--- config.mk ---
export PLATFORM = sky130hd
export DESIGN_NAME = frame_rate_moving_average_unit
export DESIGN_NICKNAME = d
export VERILOG_FILES = /design/src/rtl/core/frma_pkg.sv /design/src/rtl/core/frame_rate_moving_average_unit.sv /design/src/rtl/core/frma_ram.sv /design/src/rtl/core/frma_div.sv /design/src/rtl/core/frma_dp.sv /design/src/rtl/core/frma_ctrl.sv
export SDC_FILE = /design/constraint.sdc
export NUM_CORES = 2
export LEC_CHECK = 0
export BUFFER_PORTS_ARGS = -buffer_cell sky130_fd_sc_hd__clkbuf_2
export CORE_ASPECT_RATIO = 0.5
export CORE_UTILIZATION = 25
export DETAILED_ROUTE_END_ITERATION = 6
export MAX_ROUTING_LAYER = met4
export PLACE_DENSITY = 0.43
export SYNTH_ARGS = -nofsm -noshare
export SYNTH_HDL_FRONTEND = slang
export SYNTH_SLANG_ARGS = --single-unit
export TNS_END_PERCENT = 10
--- constraint.sdc ---
create_clock -name clk -period 16.6 [get_ports clk]
set_input_delay 0.83 -clock clk [delete_from_list [all_inputs] [get_ports clk]]
set_output_delay 0.83 -clock clk [all_outputs]
set_load 0.1 [all_outputs]
--- src/rtl/core/frma_pkg.sv ---
// shared types, constants and helper functions for the frame rate moving average unit
`default_nettype none

package frma_pkg;

  // sizing of the history ring and the interval input
  localparam int WINDOW_DEPTH  = 128;
  localparam int INTERVAL_BITS = 20;

  // fixed field widths
  localparam int RATE_W = 24;
  localparam int WIN_W  = 8;
  localparam int HELD_W = 8;

  // derived widths
  localparam int SLOT_W     = $clog2(WINDOW_DEPTH);
  localparam int CNT_W      = (SLOT_W + 1 > HELD_W) ? SLOT_W + 1 : HELD_W;
  localparam int SUM_W      = RATE_W + SLOT_W;
  localparam int DIV_W_RAW  = (SUM_W > 28) ? SUM_W : 28;
  localparam int DIV_W      = DIV_W_RAW + (DIV_W_RAW % 2);
  localparam int DVSR_W     = (INTERVAL_BITS > HELD_W) ? INTERVAL_BITS : HELD_W;
  localparam int DIV_STEPS  = DIV_W / 2;
  localparam int STEP_CNT_W = $clog2(DIV_STEPS);

  // constants
  localparam logic [RATE_W-1:0] RATE_MAX       = {RATE_W{1'b1}};
  localparam logic [DIV_W-1:0]  RATE_NUMERATOR = DIV_W'(256000000);
  localparam logic [WIN_W-1:0]  WINDOW_RESET   = WIN_W'(100);

  // controller states
  typedef enum logic [2:0] {
    ST_IDLE,
    ST_RATE,
    ST_UPDATE,
    ST_AVG,
    ST_HOLD
  } frma_state_t;

  // commands from controller to datapath
  typedef struct packed {
    logic cfg_write;
    logic accept;
    logic update;
    logic out_load;
  } frma_cmd_t;

  // status from datapath to controller
  typedef struct packed {
    logic div_done;
    logic out_free;
  } frma_sts_t;

  // window register value clamped into 1..WINDOW_DEPTH
  function automatic logic [HELD_W-1:0] eff_window(input logic [WIN_W-1:0] w);
    logic [HELD_W-1:0] len;
    if (w == '0) begin
      len = HELD_W'(1);
    end else if (int'(w) > WINDOW_DEPTH) begin
      len = HELD_W'(WINDOW_DEPTH);
    end else begin
      len = HELD_W'(w);
    end
    return len;
  endfunction

  // saturate a quotient into the q16.8 rate range
  function automatic logic [RATE_W-1:0] sat_rate(input logic [DIV_W-1:0] q);
    logic [RATE_W-1:0] r;
    if (q > DIV_W'(RATE_MAX)) begin
      r = RATE_MAX;
    end else begin
      r = q[RATE_W-1:0];
    end
    return r;
  endfunction

endpackage

`default_nettype wire

--- src/rtl/core/frame_rate_moving_average_unit.sv ---
// top level: frame rate moving average unit
// an item is accepted only in idle; its result is loaded after the rate division, ring update and mean division
// next item can be taken the cycle after the result is loaded, so only one item is in flight at a time
// one radix-4 divider is used twice per item, first for the rate and then for the mean
// synchronous active-low reset: window length 100, empty history, no result pending
// history ring contents are not reset; an entry's value is used only after it has been written
`default_nettype none

module frame_rate_moving_average_unit (
  input  wire logic                               clk,
  input  wire logic                               rst_n,
  input  wire logic                               in_valid,
  output logic                                    in_stall,
  input  wire logic [frma_pkg::INTERVAL_BITS-1:0] in_frame_interval_us,
  output logic                                    out_valid,
  input  wire logic                               out_stall,
  output logic      [frma_pkg::RATE_W-1:0]        out_instant_rate,
  output logic      [frma_pkg::RATE_W-1:0]        out_average_rate,
  output logic      [frma_pkg::HELD_W-1:0]        out_samples_held,
  input  wire logic                               cfg_valid,
  output logic                                    cfg_ready,
  input  wire logic [frma_pkg::WIN_W-1:0]         cfg_window_length
);

  frma_pkg::frma_cmd_t cmd;
  frma_pkg::frma_sts_t sts;

  // sequencer
  frma_ctrl u_ctrl (
    .clk       (clk),
    .rst_n     (rst_n),
    .in_valid  (in_valid),
    .in_stall  (in_stall),
    .cfg_valid (cfg_valid),
    .cfg_ready (cfg_ready),
    .sts       (sts),
    .cmd       (cmd)
  );

  // arithmetic and storage
  frma_dp u_dp (
    .clk                  (clk),
    .rst_n                (rst_n),
    .cmd                  (cmd),
    .sts                  (sts),
    .cfg_window_length    (cfg_window_length),
    .in_frame_interval_us (in_frame_interval_us),
    .out_valid            (out_valid),
    .out_stall            (out_stall),
    .out_instant_rate     (out_instant_rate),
    .out_average_rate     (out_average_rate),
    .out_samples_held     (out_samples_held)
  );

endmodule

`default_nettype wire

--- src/rtl/core/frma_ram.sv ---
// generic single write port ram with registered read
`default_nettype none

module frma_ram #(
  parameter int WIDTH = 8,
  parameter int DEPTH = 16
) (
  input  wire logic                     clk,
  input  wire logic                     we,
  input  wire logic [$clog2(DEPTH)-1:0] waddr,
  input  wire logic [WIDTH-1:0]         wdata,
  input  wire logic                     re,
  input  wire logic [$clog2(DEPTH)-1:0] raddr,
  output logic      [WIDTH-1:0]         rdata
);

  logic [WIDTH-1:0] mem_r [DEPTH];
  logic [WIDTH-1:0] rdata_r;

  // write port
  always_ff @(posedge clk) begin
    if (we) begin
      mem_r[waddr] <= wdata;
    end
  end

  // registered read, holds until the next read
  always_ff @(posedge clk) begin
    if (re) begin
      rdata_r <= mem_r[raddr];
    end
  end

  assign rdata = rdata_r;

endmodule

`default_nettype wire

--- src/rtl/core/frma_div.sv ---
// iterative unsigned divider, two quotient bits per cycle
`default_nettype none

module frma_div (
  input  wire logic                         clk,
  input  wire logic                         rst_n,
  input  wire logic                         start,
  input  wire logic [frma_pkg::DIV_W-1:0]   dividend,
  input  wire logic [frma_pkg::DVSR_W-1:0]  divisor,
  output logic                              done,
  output logic      [frma_pkg::DIV_W-1:0]   quotient
);

  localparam int DW = frma_pkg::DIV_W;
  localparam int VW = frma_pkg::DVSR_W;
  localparam int CW = frma_pkg::STEP_CNT_W;

  logic          busy_r, busy_nxt;
  logic          done_r, done_nxt;
  logic [CW-1:0] cnt_r, cnt_nxt;
  logic [VW-1:0] rem_r, rem_nxt;
  logic [DW-1:0] quo_r, quo_nxt;
  logic [VW-1:0] dvsr_r, dvsr_nxt;

  logic [VW:0]   t1, t2;
  logic [VW-1:0] r1, r2;
  logic          b1, b2;

  // two restoring steps
  always_comb begin
    t1 = {rem_r, quo_r[DW-1]};
    b1 = (t1 >= {1'b0, dvsr_r});
    r1 = b1 ? VW'(t1 - {1'b0, dvsr_r}) : t1[VW-1:0];
    t2 = {r1, quo_r[DW-2]};
    b2 = (t2 >= {1'b0, dvsr_r});
    r2 = b2 ? VW'(t2 - {1'b0, dvsr_r}) : t2[VW-1:0];
  end

  // iteration control
  always_comb begin
    busy_nxt = busy_r;
    done_nxt = 1'b0;
    cnt_nxt  = cnt_r;
    rem_nxt  = rem_r;
    quo_nxt  = quo_r;
    dvsr_nxt = dvsr_r;
    if (start) begin
      busy_nxt = 1'b1;
      cnt_nxt  = '0;
      rem_nxt  = '0;
      quo_nxt  = dividend;
      dvsr_nxt = divisor;
    end else if (busy_r) begin
      rem_nxt = r2;
      quo_nxt = {quo_r[DW-3:0], b1, b2};
      if (cnt_r == CW'(frma_pkg::DIV_STEPS - 1)) begin
        busy_nxt = 1'b0;
        done_nxt = 1'b1;
      end else begin
        cnt_nxt = cnt_r + CW'(1);
      end
    end
  end

  always_ff @(posedge clk) begin
    if (!rst_n) begin
      busy_r <= 1'b0;
      done_r <= 1'b0;
      cnt_r  <= '0;
    end else begin
      busy_r <= busy_nxt;
      done_r <= done_nxt;
      cnt_r  <= cnt_nxt;
    end
  end

  always_ff @(posedge clk) begin
    rem_r  <= rem_nxt;
    quo_r  <= quo_nxt;
    dvsr_r <= dvsr_nxt;
  end

  assign done     = done_r;
  assign quotient = quo_r;

endmodule

`default_nettype wire

--- src/rtl/core/frma_dp.sv ---
// datapath: window register, history ring, running sum, shared divider, output register
`default_nettype none

module frma_dp (
  input  wire logic                               clk,
  input  wire logic                               rst_n,
  input  wire frma_pkg::frma_cmd_t                cmd,
  output frma_pkg::frma_sts_t                     sts,
  input  wire logic [frma_pkg::WIN_W-1:0]         cfg_window_length,
  input  wire logic [frma_pkg::INTERVAL_BITS-1:0] in_frame_interval_us,
  output logic                                    out_valid,
  input  wire logic                               out_stall,
  output logic      [frma_pkg::RATE_W-1:0]        out_instant_rate,
  output logic      [frma_pkg::RATE_W-1:0]        out_average_rate,
  output logic      [frma_pkg::HELD_W-1:0]        out_samples_held
);

  localparam int SW  = frma_pkg::SLOT_W;
  localparam int HW  = frma_pkg::HELD_W;
  localparam int CW  = frma_pkg::CNT_W;
  localparam int RW  = frma_pkg::RATE_W;
  localparam int UW  = frma_pkg::SUM_W;
  localparam int DW  = frma_pkg::DIV_W;
  localparam int VW  = frma_pkg::DVSR_W;

  // architectural state
  logic [frma_pkg::WIN_W-1:0] window_r, window_nxt;
  logic [SW-1:0]              write_slot_r, write_slot_nxt;
  logic [HW-1:0]              held_r, held_nxt;
  logic [UW-1:0]              sum_r, sum_nxt;

  // per item working registers
  logic [SW-1:0] slot_r, slot_nxt;
  logic [HW-1:0] len_r, len_nxt;
  logic [RW-1:0] rate_r, rate_nxt;

  // output register
  logic          out_valid_r, out_valid_nxt;
  logic [RW-1:0] out_inst_r, out_inst_nxt;
  logic [RW-1:0] out_avg_r, out_avg_nxt;
  logic [HW-1:0] out_held_r, out_held_nxt;

  // divider and ring signals
  logic          div_start;
  logic [DW-1:0] div_dividend;
  logic [VW-1:0] div_divisor;
  logic          div_done;
  logic [DW-1:0] div_quotient;
  logic [RW-1:0] ring_rdata;

  logic [HW-1:0] len_now;
  logic [SW-1:0] slot_now;
  logic [RW-1:0] rate_now;
  logic          full;
  logic [CW-1:0] slot_inc;
  logic [UW-1:0] sum_upd;
  logic [HW-1:0] held_upd;

  // slot and window length for a new item
  always_comb begin
    len_now = frma_pkg::eff_window(window_r);
    if (CW'(write_slot_r) >= CW'(len_now)) begin
      slot_now = '0;
    end else begin
      slot_now = write_slot_r;
    end
  end

  // sum and count after pushing the new rate
  always_comb begin
    rate_now = frma_pkg::sat_rate(div_quotient);
    full     = (held_r >= len_r);
    slot_inc = CW'(slot_r) + CW'(1);
    if (full) begin
      sum_upd  = UW'(sum_r - UW'(ring_rdata) + UW'(rate_now));
      held_upd = len_r;
    end else begin
      sum_upd  = UW'(sum_r + UW'(rate_now));
      held_upd = held_r + HW'(1);
    end
  end

  // divider operand selection
  always_comb begin
    div_start = cmd.accept | cmd.update;
    if (cmd.update) begin
      div_dividend = DW'(sum_upd);
      div_divisor  = VW'(held_upd);
    end else begin
      div_dividend = frma_pkg::RATE_NUMERATOR;
      div_divisor  = VW'(in_frame_interval_us);
    end
  end

  // state updates
  always_comb begin
    window_nxt     = window_r;
    write_slot_nxt = write_slot_r;
    held_nxt       = held_r;
    sum_nxt        = sum_r;
    slot_nxt       = slot_r;
    len_nxt        = len_r;
    rate_nxt       = rate_r;
    if (cmd.cfg_write) begin
      window_nxt     = cfg_window_length;
      write_slot_nxt = '0;
      held_nxt       = '0;
      sum_nxt        = '0;
    end else if (cmd.update) begin
      sum_nxt  = sum_upd;
      held_nxt = held_upd;
      rate_nxt = rate_now;
      if (slot_inc >= CW'(len_r)) begin
        write_slot_nxt = '0;
      end else begin
        write_slot_nxt = SW'(slot_inc);
      end
    end
    if (cmd.accept) begin
      slot_nxt = slot_now;
      len_nxt  = len_now;
    end
  end

  // output register
  always_comb begin
    out_valid_nxt = out_valid_r;
    out_inst_nxt  = out_inst_r;
    out_avg_nxt   = out_avg_r;
    out_held_nxt  = out_held_r;
    if (out_valid_r && !out_stall) begin
      out_valid_nxt = 1'b0;
    end
    if (cmd.out_load) begin
      out_valid_nxt = 1'b1;
      out_inst_nxt  = rate_r;
      out_avg_nxt   = frma_pkg::sat_rate(div_quotient);
      out_held_nxt  = held_r;
    end
  end

  always_ff @(posedge clk) begin
    if (!rst_n) begin
      window_r     <= frma_pkg::WINDOW_RESET;
      write_slot_r <= '0;
      held_r       <= '0;
      sum_r        <= '0;
      out_valid_r  <= 1'b0;
    end else begin
      window_r     <= window_nxt;
      write_slot_r <= write_slot_nxt;
      held_r       <= held_nxt;
      sum_r        <= sum_nxt;
      out_valid_r  <= out_valid_nxt;
    end
  end

  always_ff @(posedge clk) begin
    slot_r     <= slot_nxt;
    len_r      <= len_nxt;
    rate_r     <= rate_nxt;
    out_inst_r <= out_inst_nxt;
    out_avg_r  <= out_avg_nxt;
    out_held_r <= out_held_nxt;
  end

  // history ring, old entry read at accept, new rate written at update
  frma_ram #(
    .WIDTH (RW),
    .DEPTH (frma_pkg::WINDOW_DEPTH)
  ) u_ring (
    .clk   (clk),
    .we    (cmd.update),
    .waddr (slot_r),
    .wdata (rate_now),
    .re    (cmd.accept),
    .raddr (slot_now),
    .rdata (ring_rdata)
  );

  // shared divider for rate and mean
  frma_div u_div (
    .clk      (clk),
    .rst_n    (rst_n),
    .start    (div_start),
    .dividend (div_dividend),
    .divisor  (div_divisor),
    .done     (div_done),
    .quotient (div_quotient)
  );

  // status
  always_comb begin
    sts.div_done = div_done;
    sts.out_free = !out_valid_r || !out_stall;
  end

  assign out_valid        = out_valid_r;
  assign out_instant_rate = out_inst_r;
  assign out_average_rate = out_avg_r;
  assign out_samples_held = out_held_r;

endmodule

`default_nettype wire

--- src/rtl/core/frma_ctrl.sv ---
// controller state machine sequencing rate division, ring update and mean division
`default_nettype none

module frma_ctrl (
  input  wire logic                clk,
  input  wire logic                rst_n,
  input  wire logic                in_valid,
  output logic                     in_stall,
  input  wire logic                cfg_valid,
  output logic                     cfg_ready,
  input  wire frma_pkg::frma_sts_t sts,
  output frma_pkg::frma_cmd_t      cmd
);

  frma_pkg::frma_state_t state_r, state_nxt;

  // next state
  always_comb begin
    state_nxt = state_r;
    unique case (state_r)
      frma_pkg::ST_IDLE: begin
        if (in_valid) begin
          state_nxt = frma_pkg::ST_RATE;
        end
      end
      frma_pkg::ST_RATE: begin
        if (sts.div_done) begin
          state_nxt = frma_pkg::ST_UPDATE;
        end
      end
      frma_pkg::ST_UPDATE: begin
        state_nxt = frma_pkg::ST_AVG;
      end
      frma_pkg::ST_AVG: begin
        if (sts.div_done) begin
          state_nxt = sts.out_free ? frma_pkg::ST_IDLE : frma_pkg::ST_HOLD;
        end
      end
      frma_pkg::ST_HOLD: begin
        if (sts.out_free) begin
          state_nxt = frma_pkg::ST_IDLE;
        end
      end
      default: begin
        state_nxt = frma_pkg::ST_IDLE;
      end
    endcase
  end

  // outputs
  always_comb begin
    in_stall      = 1'b1;
    cfg_ready     = 1'b0;
    cmd.cfg_write = 1'b0;
    cmd.accept    = 1'b0;
    cmd.update    = 1'b0;
    cmd.out_load  = 1'b0;
    unique case (state_r)
      frma_pkg::ST_IDLE: begin
        // an offered item goes first, the window write waits for the next idle
        in_stall      = 1'b0;
        cfg_ready     = !in_valid;
        cmd.cfg_write = cfg_valid && !in_valid;
        cmd.accept    = in_valid;
      end
      frma_pkg::ST_RATE: begin
      end
      frma_pkg::ST_UPDATE: begin
        cmd.update = 1'b1;
      end
      frma_pkg::ST_AVG: begin
        cmd.out_load = sts.div_done && sts.out_free;
      end
      frma_pkg::ST_HOLD: begin
        cmd.out_load = sts.out_free;
      end
      default: begin
      end
    endcase
  end

  always_ff @(posedge clk) begin
    if (!rst_n) begin
      state_r <= frma_pkg::ST_IDLE;
    end else begin
      state_r <= state_nxt;
    end
  end

endmodule

`default_nettype wire

==> metrics <==
status complete, but fails checks; failing checks capacitance limit, slew limit; Netlist cell types 101; area fraction of the dominant cell type after synthesis approximately 71%; GR Util All Layers approximately a fifth; Initial DRC Count 12400; num rows 191; Synth area leader edfxtp_1; # hold bufs at CTS 0; core area ~0.54 mm^2; cts bufs inserted approximately 350; initial core utilization 25.2%; worst-path fanout max between 60 and 70; slew of the pin with the lowest slew margin ~1600 ps; post-DP HPWL around 340000 um; Fmax roughly 140 MHz; global route overflow 0; most frequent cells after synthesis edfxtp_1, nand2_1, nor2_1; final net count between 9000 and 10000; endpoints failing setup 0; dpl cells between 15000 and 20000; antenna violations before repair 54; vias 90100; clock slew at the register clock pins of the worst setup and hold paths around 60 ps; Wirelength per Cell 33.4 um; Slew HR -7.90%; Leak approximately 57 nW; Layout area overhead 16.3%; largest net degree at the start of global routing between 100 and 150; routed wire length ~570000 um; predominant post-synthesis flop cell edfxtp_1; register area share after synthesis between 70 and 80%; cts repair resizes 0; Total Power around 18 mW; number of I/O port buffers 91; Seq cells post-synth approximately 3300; Post-Syn Instances around 9300; Vias per Instance between 5 and 6; TritonCTS clock tree done; Clk Latency, worst-skew pair between 1000 and 1500 ps; Residual DRC 0; Post-synth ARST share 0%; kind of critical path flop to flop; H-Tree Depth 5; maxcap violations 2; Max VDD drop 0.0891 mV; vias in the first global route 85200; Avg Cell Area, Syn 14.7 um^2; # IOs 92; Final WS setup about 9400 ps; hold path start in_frame_interval_us[8]; Synth Cell Area 0.136 mm^2; Die ar. around 0.55 mm^2; CP Data Required Time about 17000 ps; Setup TNS 0 ps; Chip Height 524 um; EDFF count, synth 3243; first-pass GRT wire length about 770000 um; dpl cell area around 0.15 mm^2; Max Root-Sink Buffers 4; RSZ-0062 raised after global routing false; Post-CTS Setup Repair Bufs 0; RR Startpoint u_dp.write_slot_r[6]; gpl congestion ~0.87; layout cells sized above 1 approximately 15%; CTS root buffer clkbuf_16; Layout Cells excl Fill approximately 17000; synthesized net count 9439; final number of hold-violating endpoints 0; cell area after layout about 0.16 mm^2; worst slack, placed 9720 ps; top-count cell post-synth edfxtp_1; clock skew 74.3 ps; hold worst-path end u_dp.u_div.dvsr_r[8]; Initial DRT Pass Iterations 6; Warnings, synthesis 0; WHS Path Cells 2; CP Launch Type flop; pwr dens 115 mW/mm^2; Crit Reg-Reg Endpoint u_dp.u_ring.rdata[10]; min cycle time layout approximately 7200 ps; number of clock sinks between 3000 and 4000; Critical Path Sink Type flop; fin crit share between 40% and 50%; Core Util, Final 29.3%; R2R Setup Slk around 9400 ps; Slew Viols, Final 2; cell count of the worst reg-to-reg path 15; CP arrival approximately 8000 ps; Post-DRT Antenna Nets 0; Final Hold Slack about 120 ps; die width about 1000 um; top cells by area, synth edfxtp_1, mux2i_1, nand2_1; worst hold path type input port to flop
## layout make-up
| type | instances | area [um^2] |
|---|---|---|
| Tap cell | 7237 | 9050 |
| Multi-Input combinational cell | 5199 | 35000 |
| Sequential cell | 3327 | 99100 |
| Inverter | 139 | 573 |
| Antenna cell | 48 | 120 |
| Clock buffer | 427 | 9170 |
| Fill cell | 54400 | 384000 |
| Clock inverter | 213 | 1930 |
| Timing Repair Buffer | 508 | 3790 |
## power breakdown
group,switching [mW],internal (mW)
clock network,3.48,4.40
registers,0.0678,9.16
logic,0.739,0.478
## state kept, by name (all words and copies together), names as in the netlist, 20 cells and up
name / count
u_dp.out_average_rate: 24
u_dp.out_instant_rate: 24
u_dp.rate_r: 24
u_dp.sum_r: 31
u_dp.u_div.dvsr_r: 20
u_dp.u_div.quotient: 32
u_dp.u_div.rem_r: 20
u_dp.u_ring.mem_r: 3072
u_dp.u_ring.rdata: 24
## kinds of logic after synthesis
logic type / count (synthesis) / share of synthesized area [%]
AOI/OAI and AO/OA: 2229 / 11.1
xor gates and xnor gates: 88 / 0.565
adders and majority gates: 153 / 1.55
buffers and inverters: 727 / 2.30
DFF: 3327 / 72.6
muxes: 644 / 5.19
and+or+nand+nor: 2085 / 6.72
## cell usage in the layout (no fill, tap or decap), types with 35 or more instances in the layout
cell type  Yosys  final
buf_4         13    397
and2_1        79     79
o21ai_0      348    347
nand3_1      189    184
mux2i_1      452    452
a21o_1        71     71
o211ai_1      76     76
o221ai_1     203    202
xnor2_1       62     62
nand2_1      860    853
clkbuf_16      0    354
clkbuf_1     223     69
mux2_2       156    156
ha_1         126    126
mux4_2        35     35
clkinv_1       1    102
nor2_1       574    441
edfxtp_1    3243   3243
clkbuf_2       1     91
clkinv_2       0     50
dfxtp_1       84     81
a211oi_1     166    165
a31oi_1      139    138
a21oi_1      520    518
diode_2        0     48
o22ai_1      190    189
inv_1        134    130
nor2b_1       55     55
a311oi_1      52     51
nor3_1       117    113
nor2_2         0    119
## routing by layer
layer | vias to the layer above | share of wire (%) | GRT usage (%)
met5 | - | 0 | -
met4 | 0 | 2.9 | 5.42
met3 | 728 | 8.8 | 3.66
met2 | 4369 | 44 | 30.5
met1 | 48200 | 44 | 29.1
li1 | 36800 | - | -
## critical path, stage by stage (launching register included)
cell and delay [ps]:
dfxtp_1 750, ha_1 240, and4b_1 260, nand2_1 90
o21a_1 380, o211ai_4 290, buf_12 400, buf_4 550
buf_4 420, buf_4 460, a211oi_1 100, a31oi_1 520
a2bb2oi_1 150, o41ai_1 1140, o22ai_1 620, nor4_1 510
## worst max-delay path by stage
| stage | cells after the start | from | end |
|---|---|---|---|
| 3_5_place_dp | 19 | u_dp.window_r[1] | u_dp.u_ring.rdata[10] |
| 2_1_floorplan | 13 | u_dp.u_div.quotient[31] | u_dp.u_div.quotient[30] |
| 4_1_cts | 18 | u_dp.window_r[1] | u_dp.u_ring.rdata[10] |
| 5_1_grt | 19 | u_dp.window_r[1] | u_dp.u_ring.rdata[10] |
| 3_3_place_gp | 17 | u_dp.window_r[1] | u_dp.u_ring.rdata[5] |
| 6_report | 15 | u_dp.write_slot_r[6] | u_dp.u_ring.rdata[10] |
(Power assumes the default switching activity.)
